### src/hw/rtl/eopu_pkg.sv
// Shared types, constants and tables for the odometry pose update unit.
package eopu_pkg;

	localparam logic signed [35:0] Q28_TWO_PI  = 36'sd1686629713;
	localparam logic signed [35:0] Q28_PI      = 36'sd843314857;
	localparam logic signed [35:0] Q28_HALF_PI = 36'sd421657428;
	localparam logic signed [33:0] CORDIC_GAIN = 34'sd652032874;
	localparam logic signed [33:0] Q30_ONE     = 34'sd1073741824;
	localparam logic signed [33:0] DIST_LIMIT  = 34'sd4294967295;

	localparam logic [1:0] REG_DIST_PER_COUNT = 2'd0;
	localparam logic [1:0] REG_LEFT_GAIN      = 2'd1;
	localparam logic [1:0] REG_RIGHT_GAIN     = 2'd2;

	typedef enum logic [3:0] {
		ST_IDLE,
		ST_MUL_LG,
		ST_MUL_RG,
		ST_MUL_DL,
		ST_MUL_DLH,
		ST_MUL_DR,
		ST_MUL_DRH,
		ST_REDUCE,
		ST_CORDIC,
		ST_MUL_LC,
		ST_MUL_RS,
		ST_MUL_LS,
		ST_MUL_RC,
		ST_DONE,
		ST_OUT
	} state_t;

	typedef struct packed {
		logic start;
		logic busy;
	} cordic_ctl_t;

	function automatic logic [27:0] atan_q28(input logic [4:0] i);
		logic [27:0] r;
		unique case (i)
			5'd0: r = 28'd210828714;
			5'd1: r = 28'd124459457;
			5'd2: r = 28'd65760959;
			5'd3: r = 28'd33381290;
			5'd4: r = 28'd16755422;
			5'd5: r = 28'd8385879;
			5'd6: r = 28'd4193963;
			5'd7: r = 28'd2097109;
			5'd8: r = 28'd1048571;
			5'd9: r = 28'd524287;
			5'd29, 5'd30, 5'd31: r = 28'd0;
			default: r = 28'd1 << (5'd28 - i);
		endcase
		return r;
	endfunction

endpackage

### src/hw/rtl/eopu_cordic.sv
// Iterative rotation-mode CORDIC: one micro-rotation per cycle.
module eopu_cordic #(
	parameter int STEPS = 24
) (
	input  logic                       clk,
	input  logic                       arst_n,
	input  logic                       start,
	input  logic signed [35:0]         angle,
	input  logic                       flip,
	output eopu_pkg::cordic_ctl_t      ctl,
	output logic signed [33:0]         cos_out,
	output logic signed [33:0]         sin_out
);
	import eopu_pkg::*;

	localparam int CW = $clog2(STEPS + 1);

	logic signed [35:0] x_q, y_q, z_q;
	logic [CW-1:0]      cnt_q;
	logic               busy_q, flip_q;
	logic [4:0]         idx;
	logic signed [35:0] xs, ys, xf, yf;

	assign idx = 5'(cnt_q);
	assign xs  = x_q >>> idx;
	assign ys  = y_q >>> idx;

	always_ff @(posedge clk or negedge arst_n) begin
		if (!arst_n) begin
			busy_q <= 1'b0;
			cnt_q  <= '0;
		end else if (start) begin
			busy_q <= 1'b1;
			cnt_q  <= '0;
		end else if (busy_q) begin
			if (cnt_q == CW'(STEPS - 1))
				busy_q <= 1'b0;
			cnt_q <= cnt_q + 1'b1;
		end
	end

	always_ff @(posedge clk) begin
		if (start) begin
			x_q    <= 36'(CORDIC_GAIN);
			y_q    <= '0;
			z_q    <= angle;
			flip_q <= flip;
		end else if (busy_q) begin
			if (!z_q[35]) begin
				x_q <= x_q - ys;
				y_q <= y_q + xs;
				z_q <= z_q - 36'(atan_q28(idx));
			end else begin
				x_q <= x_q + ys;
				y_q <= y_q - xs;
				z_q <= z_q + 36'(atan_q28(idx));
			end
		end
	end

	always_comb begin
		xf = flip_q ? -x_q : x_q;
		yf = flip_q ? -y_q : y_q;
		cos_out = (xf > 36'(Q30_ONE)) ? Q30_ONE :
			(xf < -36'(Q30_ONE)) ? -Q30_ONE : 34'(xf);
		sin_out = (yf > 36'(Q30_ONE)) ? Q30_ONE :
			(yf < -36'(Q30_ONE)) ? -Q30_ONE : 34'(yf);
	end

	assign ctl.start = start;
	assign ctl.busy  = busy_q;
endmodule

### config.mk
export PLATFORM = sky130hd
export DESIGN_NAME = eopu_cordic
export DESIGN_NICKNAME = d
export VERILOG_FILES = /design/src/hw/rtl/eopu_pkg.sv /design/src/hw/rtl/eopu_cordic.sv
export SDC_FILE = /design/constraint.sdc
export NUM_CORES = 1
export LEC_CHECK = 0
export ABC_AREA = 1
export ABC_CLOCK_PERIOD_IN_PS = 6000
export CORE_MARGIN = 2
export CORE_UTILIZATION = 45
export CTS_CLUSTER_DIAMETER = 150
export DETAILED_ROUTE_END_ITERATION = 12
export DONT_BUFFER_PORTS = 1
export PLACE_DENSITY_LB_ADDON = 0.15
export SKIP_LAST_GASP = 1
export SLEW_MARGIN = 20
export SYNTH_ARGS = -nofsm -noshare
export SYNTH_HDL_FRONTEND = slang
export SYNTH_SLANG_ARGS = --single-unit
### constraint.sdc
create_clock -name clk -period 6 [get_ports clk]
set_input_delay 0.3 -clock clk [delete_from_list [all_inputs] [get_ports clk]]
set_output_delay 0.3 -clock clk [all_outputs]
set_load 0.02 [all_outputs]
==> metrics.yaml, run 1 <==
run_status:
  outcome: "finished clean"
logic_synthesis:
  ys_ff_latch: 115
  async_flop_share: 0.05217
  ys_warn_count: 0
  synth.area.top_cells: "nand2_1 18%, nand3_1 12%, ha_1 7.3%"
  ys_seq_area_frac: 0.1317
  synth_area_mm2: 0.02051
  synth_cell_types: 64
  synth_edf_count: 37
  yosys_most_used_dff: "dfxtp_1"
  yosysTopAreaCellShare: 0.1822
  syn_inst: 3599
  syn_nets: 3761
  synth_top_area_cell: "nand2_1"
  avgSynthCellArea_um2: 5.700
sta:
  slew_headroom: 0.2858
  tns_ps: 0
  fin_crit_ps: 5548
  whs_ps: 34.72
  fin_worst_skew_ps: 10.97
  rsz0062_at_grt: "false"
  period_share: 0.9246
  setup_viol: 0
  drv_slew: 0
  max_freq_mhz: 180.3
  worst_slack_ps: 452.4
  worst_pin_slew_ps: 1071
  hold_viol: 0
drt:
  dr.pass1.iters: 8
  wl_per_cell_um: 19.30
  vias_per_cell: 5.756
  vias: 23870
  routed_wl_mm: 80.04
  drt-initial-drc-count: 2147
  drtAntennaViolNets: 0
  drc: 0
min_path:
  whs_path_depth: 2
  min_from: "angle[12]"
  hp-class: "input port to flop"
  min_to: "z_q[12]$_DFFE_PP_"
placement:
  port-buffer-count: 0
  place_area_mm2: 0.02083
  pre_cts_ws_ps: -137.7
  dp_hpwl_mm: 62.68
  place.gp.congestion: 1.034
clocking:
  cts_buffer_depth: 2
  cts_buffers: 17
  cts.sinks: 115
  tritoncts: "done"
  cts-root-buf: "clkbuf_16"
  cts.reportedPaths.clkPinSlew_ps: 60
  htree_levels: 4
  clock_latency_ps: 500
grt:
  grt_pass1_wl_mm: 121.5
  grtUsageTotal: 0.3309
  grt_max_degree: 77
  grt_pass1_vias: 21970
  antenna_found_initial: 2
  grt.overflow.total: 0
worst_setup_path:
  reg2reg_to: "x_q[34]$_SDFFE_PP0P_"
  cpMostUsedCell: "nand2_1"
  cp_data_required_time_ps: 6430
  path_max_fanout: 67
  end_kind: "flop"
  cp_slowest_stage_delay_ps: 480
  arrival_ps: 5980
  rr_worst_depth: 29
  r2r-start: "cnt_q[0]$_DFFE_PN0P_"
  cp-start-kind: "flop"
  r2r_setup_slack_ps: 450
  crit_path_top_delay_cell: "dfrtp_2"
  worstSetupPathType: "flop to flop"
floorplanning:
  die_h_um: 217.5
  die_w_um: 217.5
  ioPinCount: 110
  num_rows: 78
  die_area_mm2: 0.04731
  start_util: 0.4540
  placeableCoreArea_mm2: 0.04519
job:
  drv_cap: 0
power_and_ir_drop:
  powerDensity_mw_per_mm2: 697.9
  peakVddDrop_uv: 488.5
  power_leakage_nw: 10.78
final_layout:
  drive_gt1_frac: 0.07050
  stdcell_area_mm2: 0.02192
  fin_nets: 3695
  fin_util: 0.4850
  area_growth_pct: 6.837
## cells by family (layout without fill, tap and decap cells)
group           count (synthesis)  count (layout)  share of synthesized area
compound gates                590             590                     0.1666
xor+xnor                      198             198                    0.08526
fa+ha+maj                     122             122                    0.07551
buf+inv                       530             477                     0.1063
flops                         115             115                     0.1317
other cells                     0               1                          0
simple gates                 2044            2044                     0.4346
## Yosys cell counts, drive strengths merged, types with 3 or more instances
library cell and n:
nand2 1012, nand3 512, inv 373, nor2 369
a21oi 265, o21ai 206, xor2 152, ha 119
buf 96, dfxtp 72, clkbuf 59, xnor2 46
nor3 43, nand4 39, or2 38, edfxtp 37
a31oi 35, nor4 20, o211ai 17, o221ai 11
a21boi 8, o21bai 8, o21a 7, o31ai 7
a21o 6, dfrtp 6, a211oi 5, o22ai 5
a32oi 3, fa 3, nand3b 3
## area by class of cell
type	instances	area [µm²]
flip-flops and latches	115	2710
inverters	375	1428
multi-input cells	2954	15700
diodes	1	2.502
well taps	600	750.7
clock buffers	24	514.2
clock inverters	8	96.34
repair buffers	70	713.2
fillers	4875	23270
## power breakdown
group          switching (mW)  total, mW  internal, mW
combinational            8.08       12.3          4.23
clock                   0.422       1.10         0.677
sequential              0.651       1.88          1.23
total                    9.15       15.3          6.14
## worst max-delay path, delay by kind of cell, from the launching register on
kind / cells / cell delay (ps)
AND/OR/NAND/NOR: 16 / 2590
AO/OA/AOI/OAI: 5 / 1060
buffers and inverters: 6 / 730
adder cells (fa/ha/maj): 2 / 580
flip-flops: 1 / 480
## through the flow
| step | total power, mW | std cells |
|---|---|---|
| 2_1_floorplan | 10.90 | 3599 |
| 3_3_place_gp | 13.77 | 4080 |
| 3_5_place_dp | 13.85 | 4080 |
| 4_1_cts | 15.06 | 4143 |
| 5_1_grt | 16.83 | 4146 |
| 6_report | 15.30 | 4147 |
## state kept, by name (all words and copies together), names as in the netlist
name and count:
z_q 36, busy_q 1, y_q 36, cnt_q 5, flip_q 1, x_q 36
## repair_timing
item                                   4_1_cts  5_1_grt
pin swaps                                    0        2
setup buffers                                0        0
hold buffers                                31        0
endpoints found under the hold margin       72        0
resized for setup                            1       15
setup endpoints to repair                    1        9
cloned                                       0        2
## placed cells by master, fill, tap and decap left out, drive strengths merged, types with 8 or more instances in the layout
master	netlist	final
nand2	1012	1012
nand3	512	512
inv	373	371
nor2	369	369
a21oi	265	265
o21ai	206	206
xor2	152	152
ha	119	119
dfxtp	72	72
xnor2	46	46
nor3	43	43
nand4	39	39
or2	38	38
buf	96	38
edfxtp	37	37
a31oi	35	35
dlygate4sd3	0	30
clkbuf	59	26
nor4	20	20
o211ai	17	17
o221ai	11	11
a21boi	8	8
o21bai	8	8
## metal layers
layer | up-vias | part of all wire | track usage | routed length (µm)
met1 | 11010 | 0.43 | 0.4205 | 34330
li1 | 11800 | - | - | -
met2 | 901 | 0.46 | 0.5430 | 36800
met4 | 0 | 0.039 | 0.1459 | 3109
met5 | - | 0 | 0 | 0
met3 | 161 | 0.072 | 0.06346 | 5800
## worst max path at each step
stage                                      end  cells past startpoint            startpoint  slack (ps)
after global placement    x_q[34]$_SDFFE_PP0P_                     28  cnt_q[1]$_DFFE_PN0P_         -70
final                     x_q[34]$_SDFFE_PP0P_                     29  cnt_q[0]$_DFFE_PN0P_         450
after floorplan              z_q[31]$_DFFE_PP_                     37  cnt_q[0]$_DFFE_PN0P_        1040
after detailed placement  x_q[34]$_SDFFE_PP0P_                     28  cnt_q[1]$_DFFE_PN0P_        -140
after global routing      x_q[34]$_SDFFE_PP0P_                     29  cnt_q[0]$_DFFE_PN0P_          50
after CTS                 x_q[34]$_SDFFE_PP0P_                     28  cnt_q[1]$_DFFE_PN0P_         110
No activity file was read; power rests on OpenSTA's default activity.
==> run 2: changes to the inputs <==
--- a/config.mk
+++ b/config.mk
@@ -7,12 +7,13 @@
 export LEC_CHECK = 0
 export ABC_AREA = 1
 export ABC_CLOCK_PERIOD_IN_PS = 6000
+export BUFFER_PORTS_ARGS = -buffer_cell sky130_fd_sc_hd__buf_2
 export CORE_MARGIN = 2
 export CORE_UTILIZATION = 45
 export CTS_CLUSTER_DIAMETER = 150
 export DETAILED_ROUTE_END_ITERATION = 12
-export DONT_BUFFER_PORTS = 1
 export PLACE_DENSITY_LB_ADDON = 0.15
+export SETUP_SLACK_MARGIN = 0.5
 export SKIP_LAST_GASP = 1
 export SLEW_MARGIN = 20
 export SYNTH_ARGS = -nofsm -noshare
==> run 2 against run 1 <==
- global-route usage decreased by 1.8 points
- sequential share of layout area down 0.22 points
- final area up 1.8%
- first-iteration DRC count decreased by 2.6%
- sequential cell count unchanged
- largest cell class unchanged
==> metrics.yaml, run 2 (same netlist as run 1, synthesis figures left out) <==
run_status:
  outcome: "finished clean"
final_layout:
  antenna_cells: 0
  top_regs: "x_q x36, y_q x36, z_q x36"
  fin_nets: 3782
  final_cell_mix: "991 x nand2_1, 505 x nand3_1, 350 x inv_1"
  drive_gt1_frac: 0.1065
  fillCellCount: 5007
  final_common_cell: "nand2_1"
  area_growth_pct: 8.740
sta:
  fin_worst_skew_ps: 17.45
  max_freq_mhz: 192.5
  drv_slew: 0
  hold_viol: 0
  slew_headroom: 0.3058
  worst_pin_slew_ps: 1041
  rsz0062_at_grt: "true"
  tns_ps: 0
  setup_viol: 0
  period_share: 0.8657
  fin_crit_ps: 5194
  whs_ps: 62.39
  worst_slack_ps: 805.6
floorplanning:
  placeableCoreArea_mm2: 0.04519
  ioPinCount: 110
  start_util: 0.4540
  num_rows: 78
  die_area_mm2: 0.04731
  die_w_um: 217.5
  die_h_um: 217.5
job:
  drv_cap: 0
clocking:
  tritoncts: "done"
  cts_buffer_depth: 2
  htree_levels: 4
  cts.reportedPaths.clkPinSlew_ps: 60
  cts.sinks: 115
  cts-root-buf: "clkbuf_16"
  cts_buffers: 17
  clock_latency_ps: 510
power_and_ir_drop:
  p_int_mw: 6.243
  swShare: 0.5916
  p_seq_frac: 0.121
  pwr-share-comb: 0.811
  peakVddDrop_uv: 485.5
  powerDensity_mw_per_mm2: 685.2
  p_sw_mw: 9.042
  power_leakage_nw: 11.18
  clkPwrFrac: 0.067
  power.total_mw: 15.28
drt:
  routed_wl_mm: 74.97
  dr.pass1.iters: 6
  drc: 0
  wl_per_cell_um: 17.71
  vias: 23710
  drt-initial-drc-count: 2092
  drtAntennaViolNets: 0
  vias_per_cell: 5.600
worst_setup_path:
  worstSetupPathType: "flop to flop"
  cpMostUsedCell: "nand2_1"
  cp-start-kind: "flop"
  crit_path_top_delay_cell: "dfrtp_2"
  arrival_ps: 5450
  end_kind: "flop"
  path_max_fanout: 12
  cp_slowest_stage_delay_ps: 490
  cp_data_required_time_ps: 6250
grt:
  grtUsageTotal: 0.3131
  grt.overflow.total: 0
  grt_max_degree: 75
  grt_pass1_vias: 21760
  grt_pass1_wl_mm: 116.9
  antenna_found_initial: 0
placement:
  dp_hpwl_mm: 58.79
  place.gp.congestion: 1.013
  pre_cts_ws_ps: -628.9
  port-buffer-count: 109
min_path:
  hp-class: "input port to flop"
## run 2: timing repair
item                                   CTS  global route
setup endpoints to repair                6            39
resized for setup                       11            65
pin swaps                                0            11
buffers inserted                         0            11
endpoints found under the hold margin    7             0
gates cloned                             0             1
hold buffers                             2             0
## run 2: final cells by class
| type | count | area (µm²) | area share |
|---|---|---|---|
| Clock buffer | 22 | 475.5 | 0.02131 |
| Clock inverter | 10 | 81.33 | 0.003646 |
| Inverter | 375 | 1439 | 0.06450 |
| Multi-Input combinational cell | 2954 | 15820 | 0.7093 |
| Sequential cell | 115 | 2710 | 0.1215 |
| Tap cell | 600 | 750.7 | 0.03365 |
| Timing Repair Buffer | 157 | 1028 | 0.04610 |
## run 2: worst paths after layout
kind                                      start              endpoint  slack (ps)  depth (start not counted)
setup / recovery           cnt_q[1]$_DFFE_PN0P_     z_q[31]$_DFFE_PP_         810                         34
hold / removal                        angle[25]     z_q[25]$_DFFE_PP_          60                          3
hold reg to reg             y_q[0]$_SDFFE_PP0P_   y_q[0]$_SDFFE_PP0P_         610                          2
min in group asynchronous                arst_n  cnt_q[4]$_DFFE_PN0P_         170                          2
setup reg to reg           cnt_q[1]$_DFFE_PN0P_     z_q[31]$_DFFE_PP_         810                         34
max in group asynchronous                arst_n      busy_q$_DFF_PN0_        5640                          2
## run 2: power by group through the flow
stage / Sequential (mW) / Combinational, mW / Clock [mW]
after floorplan: 1.49 / 9.41 / 0
after global placement: 1.84 / 12.0 / 0
after detailed placement: 1.84 / 12.0 / 0
after CTS: 1.83 / 12.1 / 1.05
after global routing: 1.87 / 14.0 / 1.07
final: 1.85 / 12.4 / 1.03
## run 2: metrics by stage
stage / instance area (µm²) / std cells / utilization
finish: 22310 / 4233 / 0.4937
detailed placement: 21320 / 4186 / 0.4719
CTS: 21950 / 4220 / 0.4857
floorplan: 20510 / 3599 / -
global placement: 21320 / 4186 / 0.4719
global route: 22310 / 4233 / 0.4937
## run 2: critical path, delay by kind of cell, from the launching register on
kind,cells,cell delay (ps)
AO/OA/AOI/OAI,7,1030
AND/OR/NAND/NOR,18,2090
XOR/XNOR,1,130
buffers and inverters,5,430
adder cells (fa/ha/maj),3,780
flip-flops,1,490
## run 2: metal layers
layer / wire [µm] / vias to the layer above / track usage
li1: - / 11970 / -
met1: 33240 / 10800 / 0.4120
met2: 34200 / 809 / 0.5096
met3: 4878 / 133 / 0.04603
met4: 2652 / 0 / 0.1322
met5: 0 / - / 0
==> run 3: changes to the inputs <==
--- a/config.mk
+++ b/config.mk
@@ -12,7 +12,8 @@
 export CORE_UTILIZATION = 45
 export CTS_CLUSTER_DIAMETER = 150
 export DETAILED_ROUTE_END_ITERATION = 12
-export PLACE_DENSITY_LB_ADDON = 0.15
+export GPL_TIMING_DRIVEN = 0
+export PLACE_DENSITY = 0.59
 export SETUP_SLACK_MARGIN = 0.5
 export SKIP_LAST_GASP = 1
 export SLEW_MARGIN = 20
==> constraint.sdc (replaced) <==
create_clock -name clk -period 6 [get_ports clk]
set_input_delay 0 -clock clk [delete_from_list [all_inputs] [get_ports clk]]
set_output_delay 0 -clock clk [all_outputs]
set_load 0.02 [all_outputs]
==> run 3 against run 2 <==
- count of clock-buffer cells in the layout fell by 4
- sequential cell count did not move
- setup slack lost 230 ps
- maximum frequency decreased by 4.3%
- via count rose by 13%
- final area up 7.3%
- critical endpoint is now x_q[35]$_SDFFE_PP0P_
- register-to-register slack got worse by 230 ps
- sequential power about the same
- clock skew fell by 3.4 ps
- critical path depth decreased by 9
- die area stayed put
==> metrics.yaml, run 3 (same netlist as run 1, synthesis figures left out) <==
grt:
  grt_pass1_wl_mm: 148.5
  grt.overflow.total: 0
  grt_max_degree: 42
  grtUsageTotal: 0.4220
  grt_pass1_vias: 24240
  antenna_found_initial: 1
placement:
  dp_hpwl_mm: 81.99
  port-buffer-count: 109
  place.gp.congestion: 1.093
  pre_cts_ws_ps: -288.3
power_and_ir_drop:
  powerDensity_mw_per_mm2: 712.5
  peakVddDrop_uv: 519.4
  power_leakage_nw: 11.84
  pwr-share-comb: 0.829
  clkPwrFrac: 0.062
  p_seq_frac: 0.109
  p_int_mw: 6.678
  p_sw_mw: 10.37
  swShare: 0.6083
drt:
  vias: 26860
  vias_per_cell: 6.071
  dr.pass1.iters: 9
  drc: 0
  drt-initial-drc-count: 3772
  routed_wl_mm: 103.4
  wl_per_cell_um: 23.36
  drtAntennaViolNets: 0
floorplanning:
  die_h_um: 217.5
  die_w_um: 217.5
  die_area_mm2: 0.04731
  ioPinCount: 110
  num_rows: 78
  start_util: 0.4540
  placeableCoreArea_mm2: 0.04519
worst_setup_path:
  worstSetupPathType: "flop to flop"
  reg2reg_to: "x_q[35]$_SDFFE_PP0P_"
  arrival_ps: 5820
  r2r-start: "cnt_q[2]$_DFFE_PN0P_"
  cp_data_required_time_ps: 6390
  path_max_fanout: 10
  r2r_setup_slack_ps: 570
  rr_worst_depth: 25
  cp-start-kind: "flop"
  end_kind: "flop"
sta:
  tns_ps: 0
  slew_headroom: 0.2213
  fin_crit_ps: 5425
  drv_slew: 0
  period_share: 0.9042
  worst_slack_ps: 574.8
  max_freq_mhz: 184.3
  setup_viol: 0
  fin_worst_skew_ps: 14.10
  rsz0062_at_grt: "true"
  worst_pin_slew_ps: 1168
  hold_viol: 0
final_layout:
  top_regs: "x_q x36, y_q x36, z_q x36"
  drive_gt1_frac: 0.1445
  final_common_cell: "nand2_1"
  area_growth_pct: 16.64
  fillCellCount: 4687
  fin_nets: 3970
  final_cell_mix: "974 x nand2_1, 502 x nand3_1, 350 x inv_1"
  fin_util: 0.5296
clocking:
  cts_buffers: 17
  tritoncts: "done"
  cts_buffer_depth: 2
  clock_latency_ps: 500
  cts.sinks: 115
  cts-root-buf: "clkbuf_16"
  cts.reportedPaths.clkPinSlew_ps: 60
  htree_levels: 4
job:
  drv_cap: 0
run_status:
  outcome: "finished clean"
min_path:
  whs_path_depth: 2
  min_to: "flip_q$_DFFE_PP_"
  hp-class: "input port to flop"
  min_from: "flip"
[run 3: cell types whose count changed in the layout (fill, tap and decap cells not counted), sizes merged]
cell           previous run  this run
dlygate4sd3               2        40
buf                     154       238
clkinv                    9        10
clkdlybuf4s15             0         1
inv                     372       375
clkbuf                   23        84
diode                     0         4
[run 3: area by class of cell]
class / instances / area (µm²) / area share
multi-input cells: 2954 / 16350 / 0.6832
flip-flops and latches: 115 / 2705 / 0.1130
inverters: 375 / 1426 / 0.05961
repair buffers: 190 / 1281 / 0.05354
plain buffers: 155 / 845.8 / 0.03535
well taps: 600 / 750.7 / 0.03137
clock buffers: 18 / 429.2 / 0.01793
clock inverters: 14 / 132.6 / 0.005542
diodes: 4 / 10.01 / 0.0004183
[run 3: worst max-delay path by stage]
stage / to / from / slack, ps
floorplan: z_q[31]$_DFFE_PP_ / cnt_q[0]$_DFFE_PN0P_ / 1040
global placement: z_q[31]$_DFFE_PP_ / cnt_q[0]$_DFFE_PN0P_ / -200
detailed placement: z_q[31]$_DFFE_PP_ / cnt_q[1]$_DFFE_PN0P_ / -290
CTS: z_q[31]$_DFFE_PP_ / cnt_q[0]$_DFFE_PN0P_ / 400
global route: z_q[35]$_DFFE_PP_ / cnt_q[0]$_DFFE_PN0P_ / 360
finish: x_q[35]$_SDFFE_PP0P_ / cnt_q[2]$_DFFE_PN0P_ / 570
[run 3: metal layers]
metal / track usage / part of all wire / vias to the layer above
met3: 0.1035 / 0.12 / 344
met5: 0 / 0 / -
met4: 0.2422 / 0.065 / 0
met1: 0.5586 / 0.41 / 12380
met2: 0.6217 / 0.41 / 1789
li1: - / - / 12350
[run 3: repair_timing]
action / 4_1_cts / 5_1_grt
hold buffers: 40 / 0
gates resized for setup: 51 / 173
setup buffers: 10 / 30
endpoints found under the hold margin: 44 / 0
pin swaps: 6 / 51
endpoints found under the setup margin: 36 / 49
[run 3: worst max-delay path, stage by stage, from the launching register on]
cell	delay, ps
dfrtp_1	370
buf_6	150
inv_6	100
clkbuf_1	660
nand2_1	230
nand3_1	150
nand3_1	220
o21ai_0	430
nand2_1	120
nor2_2	220
nand4_1	280
o21ai_0	300
xor2_1	250
ha_1	330
nand2_1	110
a21oi_1	70
a211oi_2	310
o221ai_2	180
a21oi_2	120
nand2_1	100
a31oi_4	220
nand3_1	130
nand2_1	80
nor2_1	40
nor2_1	70
nor2_1	50
[run 3: power groups by stage]
stage                     Sequential, mW  Combinational, mW  Clock, mW
after floorplan                     1.49               9.41          0
after global placement              1.80               12.4          0
after detailed placement            1.81               12.6          0
after CTS                           1.80               12.9       1.05
after global routing                1.85               15.4       1.08
final                               1.86               14.1       1.05
[run 3: stage by stage]
step	total power, mW	hold slack [ps]	instances	area [µm²]
4_1_cts	15.70	218.4	4391	23050
5_1_grt	18.37	253.8	4421	23920
3_5_place_dp	14.40	-138.5	4309	21840
3_3_place_gp	14.19	-142.6	4308	21810
6_report	17.05	227.0	4425	23930
2_1_floorplan	10.90	-295.6	3599	20510
